--- config.mk ---
export PLATFORM = sky130hd
export DESIGN_NAME = wbf_col_cell
export DESIGN_NICKNAME = d
export VERILOG_FILES = /design/src/hdl/wbf_pkg.sv /design/src/hdl/wbf_col_cell.sv
export SDC_FILE = /design/constraint.sdc
export NUM_CORES = 1
export LEC_CHECK = 0
export ABC_AREA = 1
export BUFFER_PORTS_ARGS = -buffer_cell sky130_fd_sc_hd__buf_2
export CAP_MARGIN = 20
export CORE_AREA = 3 3 143 145
export CTS_BUF_LIST = sky130_fd_sc_hd__clkbuf_16
export DETAILED_ROUTE_END_ITERATION = 8
export DIE_AREA = 0 0 146 148
export PLACE_DENSITY = 0.7
export SYNTH_ARGS = -nofsm -noshare
export SYNTH_HDL_FRONTEND = slang
export SYNTH_SLANG_ARGS = --single-unit
--- constraint.sdc ---
create_clock -name clk -period 2.2 [get_ports clk]
set_input_delay 0.44 -clock clk [delete_from_list [all_inputs] [get_ports clk]]
set_output_delay 0.44 -clock clk [all_outputs]
set_load 0.1 [all_outputs]
--- src/hdl/wbf_pkg.sv ---
`default_nettype none

package wbf_pkg;

	localparam int MaxWidthDef  = 1024;
	localparam int MaxRadiusDef = 3;
	localparam int CoefBitsDef  = 16;
	localparam int RomRadii     = 3;
	localparam int RomSide      = 7;
	localparam int FrameRowsMax = 4096;
	localparam int PixW         = 16;
	localparam int OutXW        = 10;
	localparam int OutYW        = 12;
	localparam int CfgIdxW      = 2;
	localparam int CfgDataW     = 13;

	typedef enum logic [CfgIdxW-1:0] {
		REG_BLUR_MODE     = 2'd0,
		REG_KERNEL_RADIUS = 2'd1,
		REG_IMAGE_WIDTH   = 2'd2,
		REG_IMAGE_HEIGHT  = 2'd3
	} cfg_reg_t;

	// exp(-1/R) in Q0.32 for R = 1..3
	localparam logic [31:0] GaussStepQ32 [RomRadii] = '{
		32'd1580030168, 32'd2605029347, 32'd3077478546
	};

	// control handed to every column cell
	typedef struct packed {
		logic shift;
		logic take_new;
		logic take_nb;
	} cell_ctrl_t;

	// long division by shift and subtract, evaluated at elaboration only
	function automatic logic [127:0] udiv_f(input logic [127:0] a, input logic [127:0] b);
		logic [127:0] q;
		logic [127:0] rem;
		int t;
		q   = '0;
		rem = '0;
		for (t = 127; t >= 0; t--) begin
			rem = {rem[126:0], a[t]};
			if (rem >= b) begin
				rem  = rem - b;
				q[t] = 1'b1;
			end
		end
		return q;
	endfunction

	// kernel coefficient, evaluated at elaboration only
	function automatic logic [31:0] coef_f(input int mode, input int r, input int k,
			input int cb);
		logic [127:0] p;
		logic [127:0] sum;
		logic [127:0] wk;
		logic [127:0] g;
		logic [127:0] n;
		int side;
		int di;
		int dj;
		int d;
		int ii;
		int jj;
		int t;
		side = 2 * r + 1;
		n    = 128'(side * side);
		g    = 128'(GaussStepQ32[r-1]);
		sum  = '0;
		wk   = '0;
		for (ii = 0; ii < side; ii++) begin
			for (jj = 0; jj < side; jj++) begin
				di = ii - r;
				dj = jj - r;
				d  = di * di + dj * dj;
				p  = 128'd1 << 32;
				for (t = 0; t < d; t++) begin
					p = (p * g + (128'd1 << 31)) >> 32;
				end
				sum = sum + p;
				if (ii * RomSide + jj == k) begin
					wk = p;
				end
			end
		end
		if (mode == 0) begin
			return 32'(udiv_f((128'd1 << cb) + (n >> 1), n));
		end
		return 32'(udiv_f((wk << cb) + (sum >> 1), sum));
	endfunction

endpackage

`default_nettype wire

--- src/hdl/wbf_col_cell.sv ---
`default_nettype none

module wbf_col_cell import wbf_pkg::*; #(
	parameter int WIN = 7
) (
	input  wire logic                    clk,
	input  wire cell_ctrl_t              ctrl,
	input  wire logic [WIN-1:0]          row_en,
	input  wire logic [PixW-1:0]         nb_col [WIN],
	input  wire logic [PixW-1:0]         new_col [WIN],
	input  wire logic [$clog2(WIN)-1:0]  sel,
	output logic      [PixW-1:0]         col_q [WIN],
	output logic      [PixW-1:0]         sel_pix
);

	// one window column; rows outside the kernel keep their contents
	always_ff @(posedge clk) begin
		for (int j = 0; j < WIN; j++) begin
			if (ctrl.shift && row_en[j]) begin
				if (ctrl.take_new) begin
					col_q[j] <= new_col[j];
				end else if (ctrl.take_nb) begin
					col_q[j] <= nb_col[j];
				end
			end
		end
	end

	assign sel_pix = col_q[sel];

endmodule

`default_nettype wire

Word level (Yosys, flattened, before mapping)
Index checks and enable logic that the tools add are counted.
{"block": "op_classes", "reduce_logical": 15, "order_cmp": 1, "bitwise_logic": 1, "n_mux": 17}
{"operator": "$mux W16", "count": 16}
{"operator": "$bmux W16 S3", "count": 1}
{"operator": "$reduce_and A2 Y1", "count": 7}
{"operator": "$logic_and A1 B1 Y1", "count": 7}
{"operator": "$ge A4 B4 Y1 const B", "count": 1}
{"operator": "$not A3 Y4", "count": 1}
{"operator": "$reduce_bool A2 Y1", "count": 1}
{"block": "word_totals", "wordCells": 41, "register_bits": 112}

Depth between registers and ports, before layout
Gate-level depths: netlist (run 1).
{"block": "depth", "word_depth": 4, "depth_mapped": 8}

Worst setup path before layout (run 1)
Ideal clock, no wire load.
{"block": "synth_path", "path_kind": "register to output", "startpoint": "reg col_q[58] (netlist name)", "endpoint": "out sel_pix[10]", "n_path_buf": 0, "path_stages_with_launch": 7, "slack_ps": -159, "t_arrival_ps": 1919, "path_cell_list": "edfxtp_1 inv_1 nand2_1 nand3_1 nand2_1 nand2_1 nand2_1"}
{"block": "synth_via", "elab_chain_len": 3}
{"element": "start: declaration", "line": "wbf_col_cell.sv:12", "text": "output logic [PixW-1:0] col_q [WIN],"}
{"element": "start signal: indexed assignment", "line": "wbf_col_cell.sv:21", "text": "col_q[j] <= new_col[j];"}
{"element": "start signal: indexed assignment", "line": "wbf_col_cell.sv:23", "text": "col_q[j] <= nb_col[j];"}
{"element": "$bmux W16 S3", "line": "wbf_col_cell.sv:29", "text": "assign sel_pix = col_q[sel];"}
{"element": "$mux W16 (implied by the code) (2 in a row)", "line": "wbf_col_cell.sv:29"}
{"element": "end: declaration", "line": "wbf_col_cell.sv:13", "text": "output logic [PixW-1:0] sel_pix"}
No other way between the ends. The select of a mux whose other input is x is not followed.

Worst setup path after layout (run 1)
{"block": "layout_path", "startpoint": "in sel[0]", "endpoint": "out sel_pix[5]"}
{"block": "layout_via", "elab_chain_len": 4}
{"element": "start: declaration", "line": "wbf_col_cell.sv:11", "text": "input wire logic [$clog2(WIN)-1:0] sel,"}
{"element": "$not A3 Y4 (implied by the code)", "line": "wbf_col_cell.sv:29"}
{"element": "$bmux W16 S3", "line": "wbf_col_cell.sv:29"}
{"element": "$mux W16 (implied by the code) (2 in a row)", "line": "wbf_col_cell.sv:29"}
No other way between the ends. The select of a mux whose other input is x is not followed.

==> results of run 1 <==
[area by class of cell]
class,instances,share of cell area
Antenna cell,1,0.000278
Clock buffer,9,0.0250
Clock inverter,7,0.0122
Inverter,107,0.0447
Multi-Input combinational cell,585,0.256
Sequential cell,112,0.374
Tap cell,265,0.0368
Timing Repair Buffer,387,0.251
[placed cells by master, fill, tap and decap left out]
cell,netlist,routed
sky130_fd_sc_hd__inv_6,0,1
sky130_fd_sc_hd__o21ai_1,1,1
sky130_fd_sc_hd__buf_6,0,1
sky130_fd_sc_hd__inv_8,0,2
sky130_fd_sc_hd__diode_2,0,1
sky130_fd_sc_hd__edfxtp_1,112,112
sky130_fd_sc_hd__clkinv_8,0,3
sky130_fd_sc_hd__nand2_2,0,16
sky130_fd_sc_hd__clkinv_2,0,1
sky130_fd_sc_hd__bufinv_16,0,1
sky130_fd_sc_hd__inv_1,106,105
sky130_fd_sc_hd__nor2_4,1,1
sky130_fd_sc_hd__nand3_1,48,48
sky130_fd_sc_hd__buf_2,18,348
sky130_fd_sc_hd__buf_4,5,20
sky130_fd_sc_hd__nand2_1,528,512
sky130_fd_sc_hd__clkbuf_16,0,9
sky130_fd_sc_hd__buf_12,0,18
sky130_fd_sc_hd__inv_2,1,1
sky130_fd_sc_hd__nor2_1,7,7
[worst paths after layout]
| path | cells past startpoint | start | endpoint | slack (ns) |
|---|---|---|---|---|
| worst max-delay path | 8 | sel[0] | sel_pix[5] | 0.1 |
| worst min-delay path | 3 | nb_col[10] | col_q[10]$_DFFE_PP_ | 0.34 |
[cell families (layout without fill, tap and decap cells)]
| logic type | Yosys count | in the layout | share of synthesized area |
|---|---|---|---|
| compound gates | 1 | 1 | 0.000802 |
| simple gates | 584 | 584 | 0.362 |
| other cells | 0 | 1 | 0 |
| flops | 112 | 112 | 0.539 |
| buf+inv | 151 | 510 | 0.0975 |
[critical path, stage by stage]
cell and delay (ns):
sky130_fd_sc_hd__buf_2 0.18, sky130_fd_sc_hd__buf_6 0.28, sky130_fd_sc_hd__nand2_1 0.09, sky130_fd_sc_hd__nand3_1 0.18, sky130_fd_sc_hd__nand2_1 0.11, sky130_fd_sc_hd__nand2_1 0.11
sky130_fd_sc_hd__nand2_2 0.08, sky130_fd_sc_hd__buf_12 0.17
[power breakdown]
part           switching (uW)  internal, uW  leakage, uW
Combinational            1880           558      0.00383
Clock                     861           934     0.000162
Sequential               93.3          2530      0.00102
Total                    2830          4030      0.00501
[through the flow]
step           instances  worst slack, ns  total power (uW)  cell area, sq um  utilization
2_1_floorplan        848           0.0921              4380              6280            -
3_3_place_gp        1455           0.0430              5110              8650        0.448
3_5_place_dp        1456           0.0428              5120              8660        0.448
4_1_cts             1472           0.0422              6910              9000        0.465
5_1_grt             1473           0.0184              7130              9000        0.466
6_report            1473           0.0986              6860              9000        0.466
[routing by layer]
| metal | track usage | vias up | share of wire |
|---|---|---|---|
| met3 | 0.0432 | 22 | 0.089 |
| met1 | 0.278 | 2856 | 0.41 |
| met2 | 0.354 | 301 | 0.49 |
| met5 | 0 | - | 0 |
| li1 | - | 3271 | - |
| met4 | 0.0546 | 0 | 0.017 |
[repair_timing]
action / CTS / global route
hold endpoints to repair: 0 / 0
hold buffers: 0 / 0
resized for setup: 0 / 1
setup endpoints to repair: 0 / 9
==> impl_metrics.prom, run 1 <==
# TYPE chip_impl_metric gauge
chip_impl_metric{name="drive_gt1_frac",unit=""} 0.350
chip_impl_metric{name="initial_utilization",unit=""} 0.323
chip_impl_metric{name="synthesis.area_per_instance",unit="sq um"} 7.35
chip_impl_metric{name="post_detailed_route_count_of_antenna_violating_nets",unit=""} 0
chip_impl_metric{name="clkSinkCount",unit=""} 112
chip_impl_metric{name="synth_sequential_area_ratio",unit=""} 0.539
chip_impl_metric{name="setup_viol_count_final",unit=""} 0
chip_impl_metric{name="ctsHtreeMaxLevel",unit=""} 3
chip_impl_metric{name="dp.final_hpwl",unit="um"} 19200
chip_impl_metric{name="crit_required",unit="ns"} 1.76
chip_impl_info{name="rsz_0062_raised_after_global_routing",value="false"} 1
chip_impl_metric{name="count_of_flip_flops_with_a_built_in_enable_after_synthesis",unit=""} 112
chip_impl_metric{name="boundaryPins",unit=""} 366
chip_impl_info{name="layout_top_registers",value="col_q: 112 flops"} 1
chip_impl_metric{name="cts_made_buffers",unit=""} 9
chip_impl_metric{name="chipHeight",unit="um"} 148
chip_impl_metric{name="final_min_period_over_clock_period",unit=""} 0.955
chip_impl_info{name="largest-register",value="col_q"} 1
chip_impl_metric{name="timing.setup.tns",unit="ns"} 0
chip_impl_metric{name="placement.io_buffers",unit=""} 365
chip_impl_metric{name="area.sequential",unit="sq um"} 3360
chip_impl_metric{name="cap_viol_max_count",unit=""} 0
chip_impl_info{name="yosys.area.top_type",value="sky130_fd_sc_hd__edfxtp_1"} 1
chip_impl_metric{name="clock_tree.buffer_depth",unit=""} 2
chip_impl_metric{name="syn_nets",unit=""} 1086
chip_impl_metric{name="largest_reg_flops",unit=""} 112
chip_impl_metric{name="synth-async-reset-ratio",unit=""} 0
chip_impl_metric{name="critPathMaxFanout",unit=""} 32
chip_impl_metric{name="power-per-cell-area",unit="nW/um^2"} 761
chip_impl_metric{name="die_x",unit="um"} 146
chip_impl_metric{name="report.final.hold_viol_count",unit=""} 0
chip_impl_metric{name="drt-initial-drc-count",unit=""} 452
chip_impl_metric{name="grt_overflow_total",unit=""} 0
chip_impl_metric{name="synth_cell_types",unit=""} 12
chip_impl_metric{name="grt_first_pass_wirelength",unit="um"} 34800
chip_impl_metric{name="max_slew.worst_pin.slew",unit="ns"} 0.601
chip_impl_info{name="synthTopCellsByArea",value="sky130_fd_sc_hd__edfxtp_1, sky130_fd_sc_hd__nand2_1, sky130_fd_sc_hd__inv_1"} 1
chip_impl_metric{name="grt_max_degree",unit=""} 65
chip_impl_metric{name="synthDominantCellAreaShare",unit=""} 0.539
chip_impl_metric{name="routed_wl",unit="um"} 23400
chip_impl_metric{name="routed_wire_length_per_instance",unit="um"} 15.9
chip_impl_metric{name="fp.dieArea",unit="sq um"} 21600
chip_impl_metric{name="timing.fmax",unit="MHz"} 476
chip_impl_info{name="clockRootBuffer",value="sky130_fd_sc_hd__clkbuf_16"} 1
chip_impl_metric{name="gr-usage-all-layers",unit=""} 0.210
chip_impl_metric{name="post-cts-setup-buffer-count",unit=""} 0
chip_impl_info{name="synth.cells.most_frequent",value="sky130_fd_sc_hd__nand2_1, sky130_fd_sc_hd__edfxtp_1, sky130_fd_sc_hd__inv_1"} 1
chip_impl_metric{name="area_growth",unit="%"} 44.4
chip_impl_metric{name="vias",unit=""} 6450
chip_impl_metric{name="leakage",unit="uW"} 0.00501
chip_impl_metric{name="whs",unit="ns"} 0.337
chip_impl_metric{name="detail_route.vias_per_cell",unit=""} 4.38
chip_impl_info{name="count_leader_synth",value="sky130_fd_sc_hd__nand2_1"} 1
chip_impl_metric{name="summed_instance_area_of_the_synthesized_netlist",unit="sq um"} 6240
chip_impl_info{name="hold_path.class",value="primary input to flip-flop"} 1
chip_impl_metric{name="placeableCoreArea",unit="sq um"} 19300
chip_impl_metric{name="final-max-slew-violation-count",unit=""} 0
chip_impl_info{name="tritoncts",value="built"} 1
chip_impl_metric{name="crit_arrival",unit="ns"} 1.66
chip_impl_metric{name="detail_route.first_pass.iterations",unit=""} 5
chip_impl_info{name="synth_ff_type",value="sky130_fd_sc_hd__edfxtp_1"} 1
chip_impl_metric{name="first_global_vias",unit=""} 6226
chip_impl_metric{name="netlist_instances",unit=""} 848
chip_impl_info{name="crit_path_start_kind",value="primary input"} 1
chip_impl_metric{name="ir_drop",unit="mV"} 0.357
chip_impl_info{name="critical_path.endpoint_type",value="output pin"} 1
chip_impl_metric{name="place.gp.congestion",unit=""} 0.902
chip_impl_metric{name="fillers",unit=""} 1923
chip_impl_metric{name="final_net_count",unit=""} 1440
chip_impl_metric{name="floorplan.rows",unit=""} 51
chip_impl_metric{name="maxSlewHeadroom",unit=""} 0.599
chip_impl_metric{name="ys_ff_latch",unit=""} 112
chip_impl_metric{name="multi_input_area",unit="sq um"} 2300
chip_impl_metric{name="worst_setup_hold_path_clk_slew",unit="ns"} 0.08
chip_impl_info{name="run_status",value="finished, final reports clean"} 1
chip_impl_metric{name="drc",unit=""} 0
chip_impl_metric{name="grt_antenna_before_repair",unit=""} 1
chip_impl_metric{name="post-route-min-period",unit="ns"} 2.10
chip_impl_info{name="crit_type",value="primary input to output pin"} 1
chip_impl_metric{name="yosys_warnings",unit=""} 0
Note: power is estimated with default switching activity, not from simulation.
==> run 2: changes to the inputs <==
ABC_AREA = 0   (was 1)
CORE_AREA = 2 2 142 144   (was 3 3 143 145)
DIE_AREA = 0 0 144 146   (was 0 0 146 148)
PLACE_DENSITY = 0.68   (was 0.7)
==> impl_metrics.prom, run 2 <==
# TYPE chip_impl_metric gauge
chip_impl_info{name="run_status",value="finished, final reports clean"} 1
chip_impl_metric{name="leakage",unit="uW"} 0.00381
chip_impl_info{name="tritoncts",value="built"} 1
chip_impl_metric{name="fin_ws",unit="ns"} 0.0375
chip_impl_info{name="timing.critical_path.mode_cell",value="sky130_fd_sc_hd__buf_12"} 1
chip_impl_metric{name="count_of_flip_flops_with_a_built_in_enable_after_synthesis",unit=""} 112
chip_impl_metric{name="power_report.internal_total",unit="uW"} 4160
chip_impl_metric{name="grt_first_pass_wirelength",unit="um"} 29300
chip_impl_metric{name="worstPathBufferInverterCount",unit=""} 4
chip_impl_metric{name="gr-usage-all-layers",unit=""} 0.195
chip_impl_metric{name="min_delay_path_depth",unit=""} 2
chip_impl_metric{name="timing.fmax",unit="MHz"} 462
chip_impl_info{name="rsz_0062_raised_after_global_routing",value="false"} 1
chip_impl_metric{name="detail_route.vias_per_cell",unit=""} 4.53
chip_impl_info{name="critical_path.endpoint_type",value="output pin"} 1
chip_impl_metric{name="final_net_count",unit=""} 987
chip_impl_info{name="clockRootBuffer",value="sky130_fd_sc_hd__clkbuf_16"} 1
chip_impl_metric{name="fp.dieArea",unit="sq um"} 21000
chip_impl_metric{name="placement.io_buffers",unit=""} 365
chip_impl_metric{name="pre_cts_ws",unit="ns"} -0.0925
chip_impl_metric{name="placeableCoreArea",unit="sq um"} 19300
chip_impl_metric{name="grt_overflow_total",unit=""} 0
chip_impl_metric{name="initial_utilization",unit=""} 0.300
chip_impl_metric{name="synthDominantCellAreaShare",unit=""} 0.580
chip_impl_metric{name="yosys_warnings",unit=""} 0
chip_impl_metric{name="max_slew.worst_pin.slew",unit="ns"} 0.517
chip_impl_info{name="layout_top_registers",value="col_q: 112 flops"} 1
chip_impl_metric{name="power-per-cell-area",unit="nW/um^2"} 768
chip_impl_metric{name="largest_reg_flops",unit=""} 112
chip_impl_metric{name="synth_cell_types",unit=""} 19
chip_impl_metric{name="routed_wire_length_per_instance",unit="um"} 20.7
chip_impl_info{name="largest-register",value="col_q"} 1
chip_impl_metric{name="syn_nets",unit=""} 613
chip_impl_metric{name="post_detailed_route_count_of_antenna_violating_nets",unit=""} 0
chip_impl_metric{name="synthesis.area_per_instance",unit="sq um"} 15.5
chip_impl_metric{name="detail_route.first_pass.iterations",unit=""} 4
chip_impl_info{name="synthTopCellsByArea",value="sky130_fd_sc_hd__edfxtp_1, sky130_fd_sc_hd__mux2_2, sky130_fd_sc_hd__mux2i_1"} 1
chip_impl_metric{name="drt-initial-drc-count",unit=""} 178
chip_impl_info{name="commonest_cells_after_routing_fill_and_taps_aside",value="sky130_fd_sc_hd__buf_2, sky130_fd_sc_hd__mux2_2, sky130_fd_sc_hd__edfxtp_1, sky130_fd_sc_hd__mux2i_1, sky130_fd_sc_hd__buf_12"} 1
chip_impl_metric{name="crit_required",unit="ns"} 1.76
chip_impl_metric{name="final_min_period_over_clock_period",unit=""} 0.983
chip_impl_metric{name="worst_setup_hold_path_clk_slew",unit="ns"} 0.09
chip_impl_metric{name="pwr-share-comb",unit=""} 0.363
chip_impl_info{name="worstHoldStart",value="nb_col[8]"} 1
chip_impl_metric{name="critPathMaxFanout",unit=""} 8
chip_impl_info{name="synth_ff_type",value="sky130_fd_sc_hd__edfxtp_1"} 1
chip_impl_metric{name="cts_made_buffers",unit=""} 9
chip_impl_metric{name="final-max-slew-violation-count",unit=""} 0
chip_impl_metric{name="summed_instance_area_of_the_synthesized_netlist",unit="sq um"} 5800
chip_impl_metric{name="grt_antenna_before_repair",unit=""} 1
chip_impl_metric{name="timing.setup.tns",unit="ns"} 0
chip_impl_metric{name="boundaryPins",unit=""} 366
chip_impl_info{name="synth.cells.most_frequent",value="sky130_fd_sc_hd__edfxtp_1, sky130_fd_sc_hd__mux2_2, sky130_fd_sc_hd__mux2i_1"} 1
chip_impl_info{name="hold_path.class",value="primary input to flip-flop"} 1
chip_impl_info{name="crit_path_start_kind",value="primary input"} 1
chip_impl_metric{name="pwr-share-clk",unit=""} 0.254
chip_impl_info{name="whs_endpoint",value="col_q[8]$_DFFE_PP_"} 1
chip_impl_metric{name="fillers",unit=""} 1754
chip_impl_metric{name="vias",unit=""} 4611
chip_impl_metric{name="cpPeakStageDelay",unit="ns"} 0.27
chip_impl_metric{name="num_antenna_cells",unit=""} 0
chip_impl_metric{name="netlist_instances",unit=""} 375
chip_impl_metric{name="clkSinkCount",unit=""} 112
chip_impl_metric{name="seq_power_share",unit=""} 0.383
chip_impl_metric{name="clock_tree.buffer_depth",unit=""} 2
chip_impl_metric{name="cap_viol_max_count",unit=""} 0
chip_impl_metric{name="chipHeight",unit="um"} 146
chip_impl_info{name="cpLargestDelayFamily",value="buffers and inverters"} 1
chip_impl_metric{name="die_x",unit="um"} 144
chip_impl_metric{name="synth-async-reset-ratio",unit=""} 0
chip_impl_metric{name="ctsHtreeMaxLevel",unit=""} 3
chip_impl_metric{name="first_global_vias",unit=""} 4779
chip_impl_metric{name="crit_arrival",unit="ns"} 1.72
chip_impl_metric{name="post-route-min-period",unit="ns"} 2.16
chip_impl_metric{name="ir_drop",unit="mV"} 0.357
chip_impl_metric{name="floorplan.rows",unit=""} 51
chip_impl_metric{name="setup_viol_count_final",unit=""} 0
chip_impl_metric{name="dp.final_hpwl",unit="um"} 17200
chip_impl_metric{name="maxSlewHeadroom",unit=""} 0.658
chip_impl_metric{name="ys_ff_latch",unit=""} 112
chip_impl_info{name="cp_cell_sequence",value="buf_4 > buf_12 > buf_6 > mux2i_4 > a22o_1 > a31oi_4 > buf_12"} 1
chip_impl_metric{name="place.gp.congestion",unit=""} 0.775
chip_impl_metric{name="routed_wl",unit="um"} 21100
chip_impl_metric{name="grt_max_degree",unit=""} 66
chip_impl_metric{name="power.net_switching",unit="uW"} 2710
chip_impl_info{name="final_common_cell",value="sky130_fd_sc_hd__buf_2"} 1
chip_impl_info{name="crit_type",value="primary input to output pin"} 1
chip_impl_metric{name="sw_frac_of_total",unit=""} 0.395
chip_impl_metric{name="report.final.hold_viol_count",unit=""} 0
chip_impl_metric{name="drive_gt1_frac",unit=""} 0.729
chip_impl_metric{name="area_growth",unit="%"} 54.2
chip_impl_info{name="yosys.area.top_type",value="sky130_fd_sc_hd__edfxtp_1"} 1
chip_impl_metric{name="drc",unit=""} 0
chip_impl_info{name="timing.critical_path.slowest_stage_cell",value="sky130_fd_sc_hd__a22o_1"} 1
chip_impl_metric{name="synth_sequential_area_ratio",unit=""} 0.580
## run 2: changes by cell type in the layout (fill, tap and decap cells not counted), sizes merged, moves of 2 or more
cell   previous run  this run
a31oi             0        16
buf             387       391
nand3            48         0
and2              0         7
a22o              0        16
nor2              8         1
nor2b             0         2
mux2              0       112
nand2           528        16
mux2i             0        48
inv             109         3
or2               0        16
## run 2: repair_timing
| action | in CTS | in global routing |
|---|---|---|
| hold buffers | 0 | 0 |
| gates resized for setup | 9 | 12 |
| gates cloned | 0 | 1 |
| endpoints found under the hold margin | 0 | 0 |
| pin swaps | 0 | 1 |
| buffers inserted | 4 | 2 |
| endpoints found under the setup margin | 16 | 11 |
## run 2: stage by stage
| stage | cells | area [sq um] | hold WS, ns | power, uW | utilization |
|---|---|---|---|---|---|
| 3_3_place_gp | 997 | 8480 | 0.741 | 5140 | 0.438 |
| 3_5_place_dp | 997 | 8480 | 0.745 | 5150 | 0.438 |
| 4_1_cts | 1017 | 8870 | 0.360 | 6930 | 0.459 |
| 6_report | 1019 | 8950 | 0.373 | 6870 | 0.463 |
| 2_1_floorplan | 375 | 6060 | 0.660 | 4440 | - |
| 5_1_grt | 1019 | 8950 | 0.370 | 7110 | 0.463 |
## run 2: worst max path at each step
stage | depth (start not counted) | end | slack (ns) | start
after floorplan | 3 | sel_pix[0] | -0.22 | col_q[0]$_DFFE_PP_
after global placement | 6 | sel_pix[3] | -0.1 | sel[0]
after detailed placement | 6 | sel_pix[3] | -0.09 | sel[0]
after CTS | 4 | sel_pix[4] | 0.005 | col_q[84]$_DFFE_PP_
after global routing | 7 | sel_pix[2] | 0.02 | sel[0]
final | 7 | sel_pix[0] | 0.04 | sel[0]
## run 2: cells by family (layout without fill, tap and decap cells)
kind of cell	count (synthesis)	after routing	synth area share
mux	160	160	0.300
flops	112	112	0.580
buf+inv	28	407	0.0379
compound gates	33	33	0.0427
simple gates	42	42	0.0397
## run 2: routing by layer
metal / GRT usage / wire [um] / vias to the layer above
li1: - / - / 2198
met2: 0.364 / 11400 / 218
met5: 0 / 10 / -
met1: 0.222 / 8130 / 2178
met3: 0.0421 / 1400 / 15
met4: 0.0510 / 208 / 2
## run 2: area by class of cell
cell class | instances | area, sq um | share of cell area
timing repair buffer | 391 | 2390 | 0.267
sequential | 112 | 3360 | 0.376
clock buffer | 9 | 225 | 0.0252
multi-input combinational | 235 | 2550 | 0.285
tap | 265 | 332 | 0.0371
clock inverter | 7 | 87.6 | 0.00979
## run 2: power by group through the flow
stage / clock network [uW] / registers, uW / logic, uW
2_1_floorplan: 0 / 3670 / 769
3_3_place_gp: 0 / 2680 / 2460
3_5_place_dp: 0 / 2680 / 2470
4_1_cts: 1790 / 2640 / 2500
5_1_grt: 1870 / 2650 / 2590
6_report: 1750 / 2630 / 2490
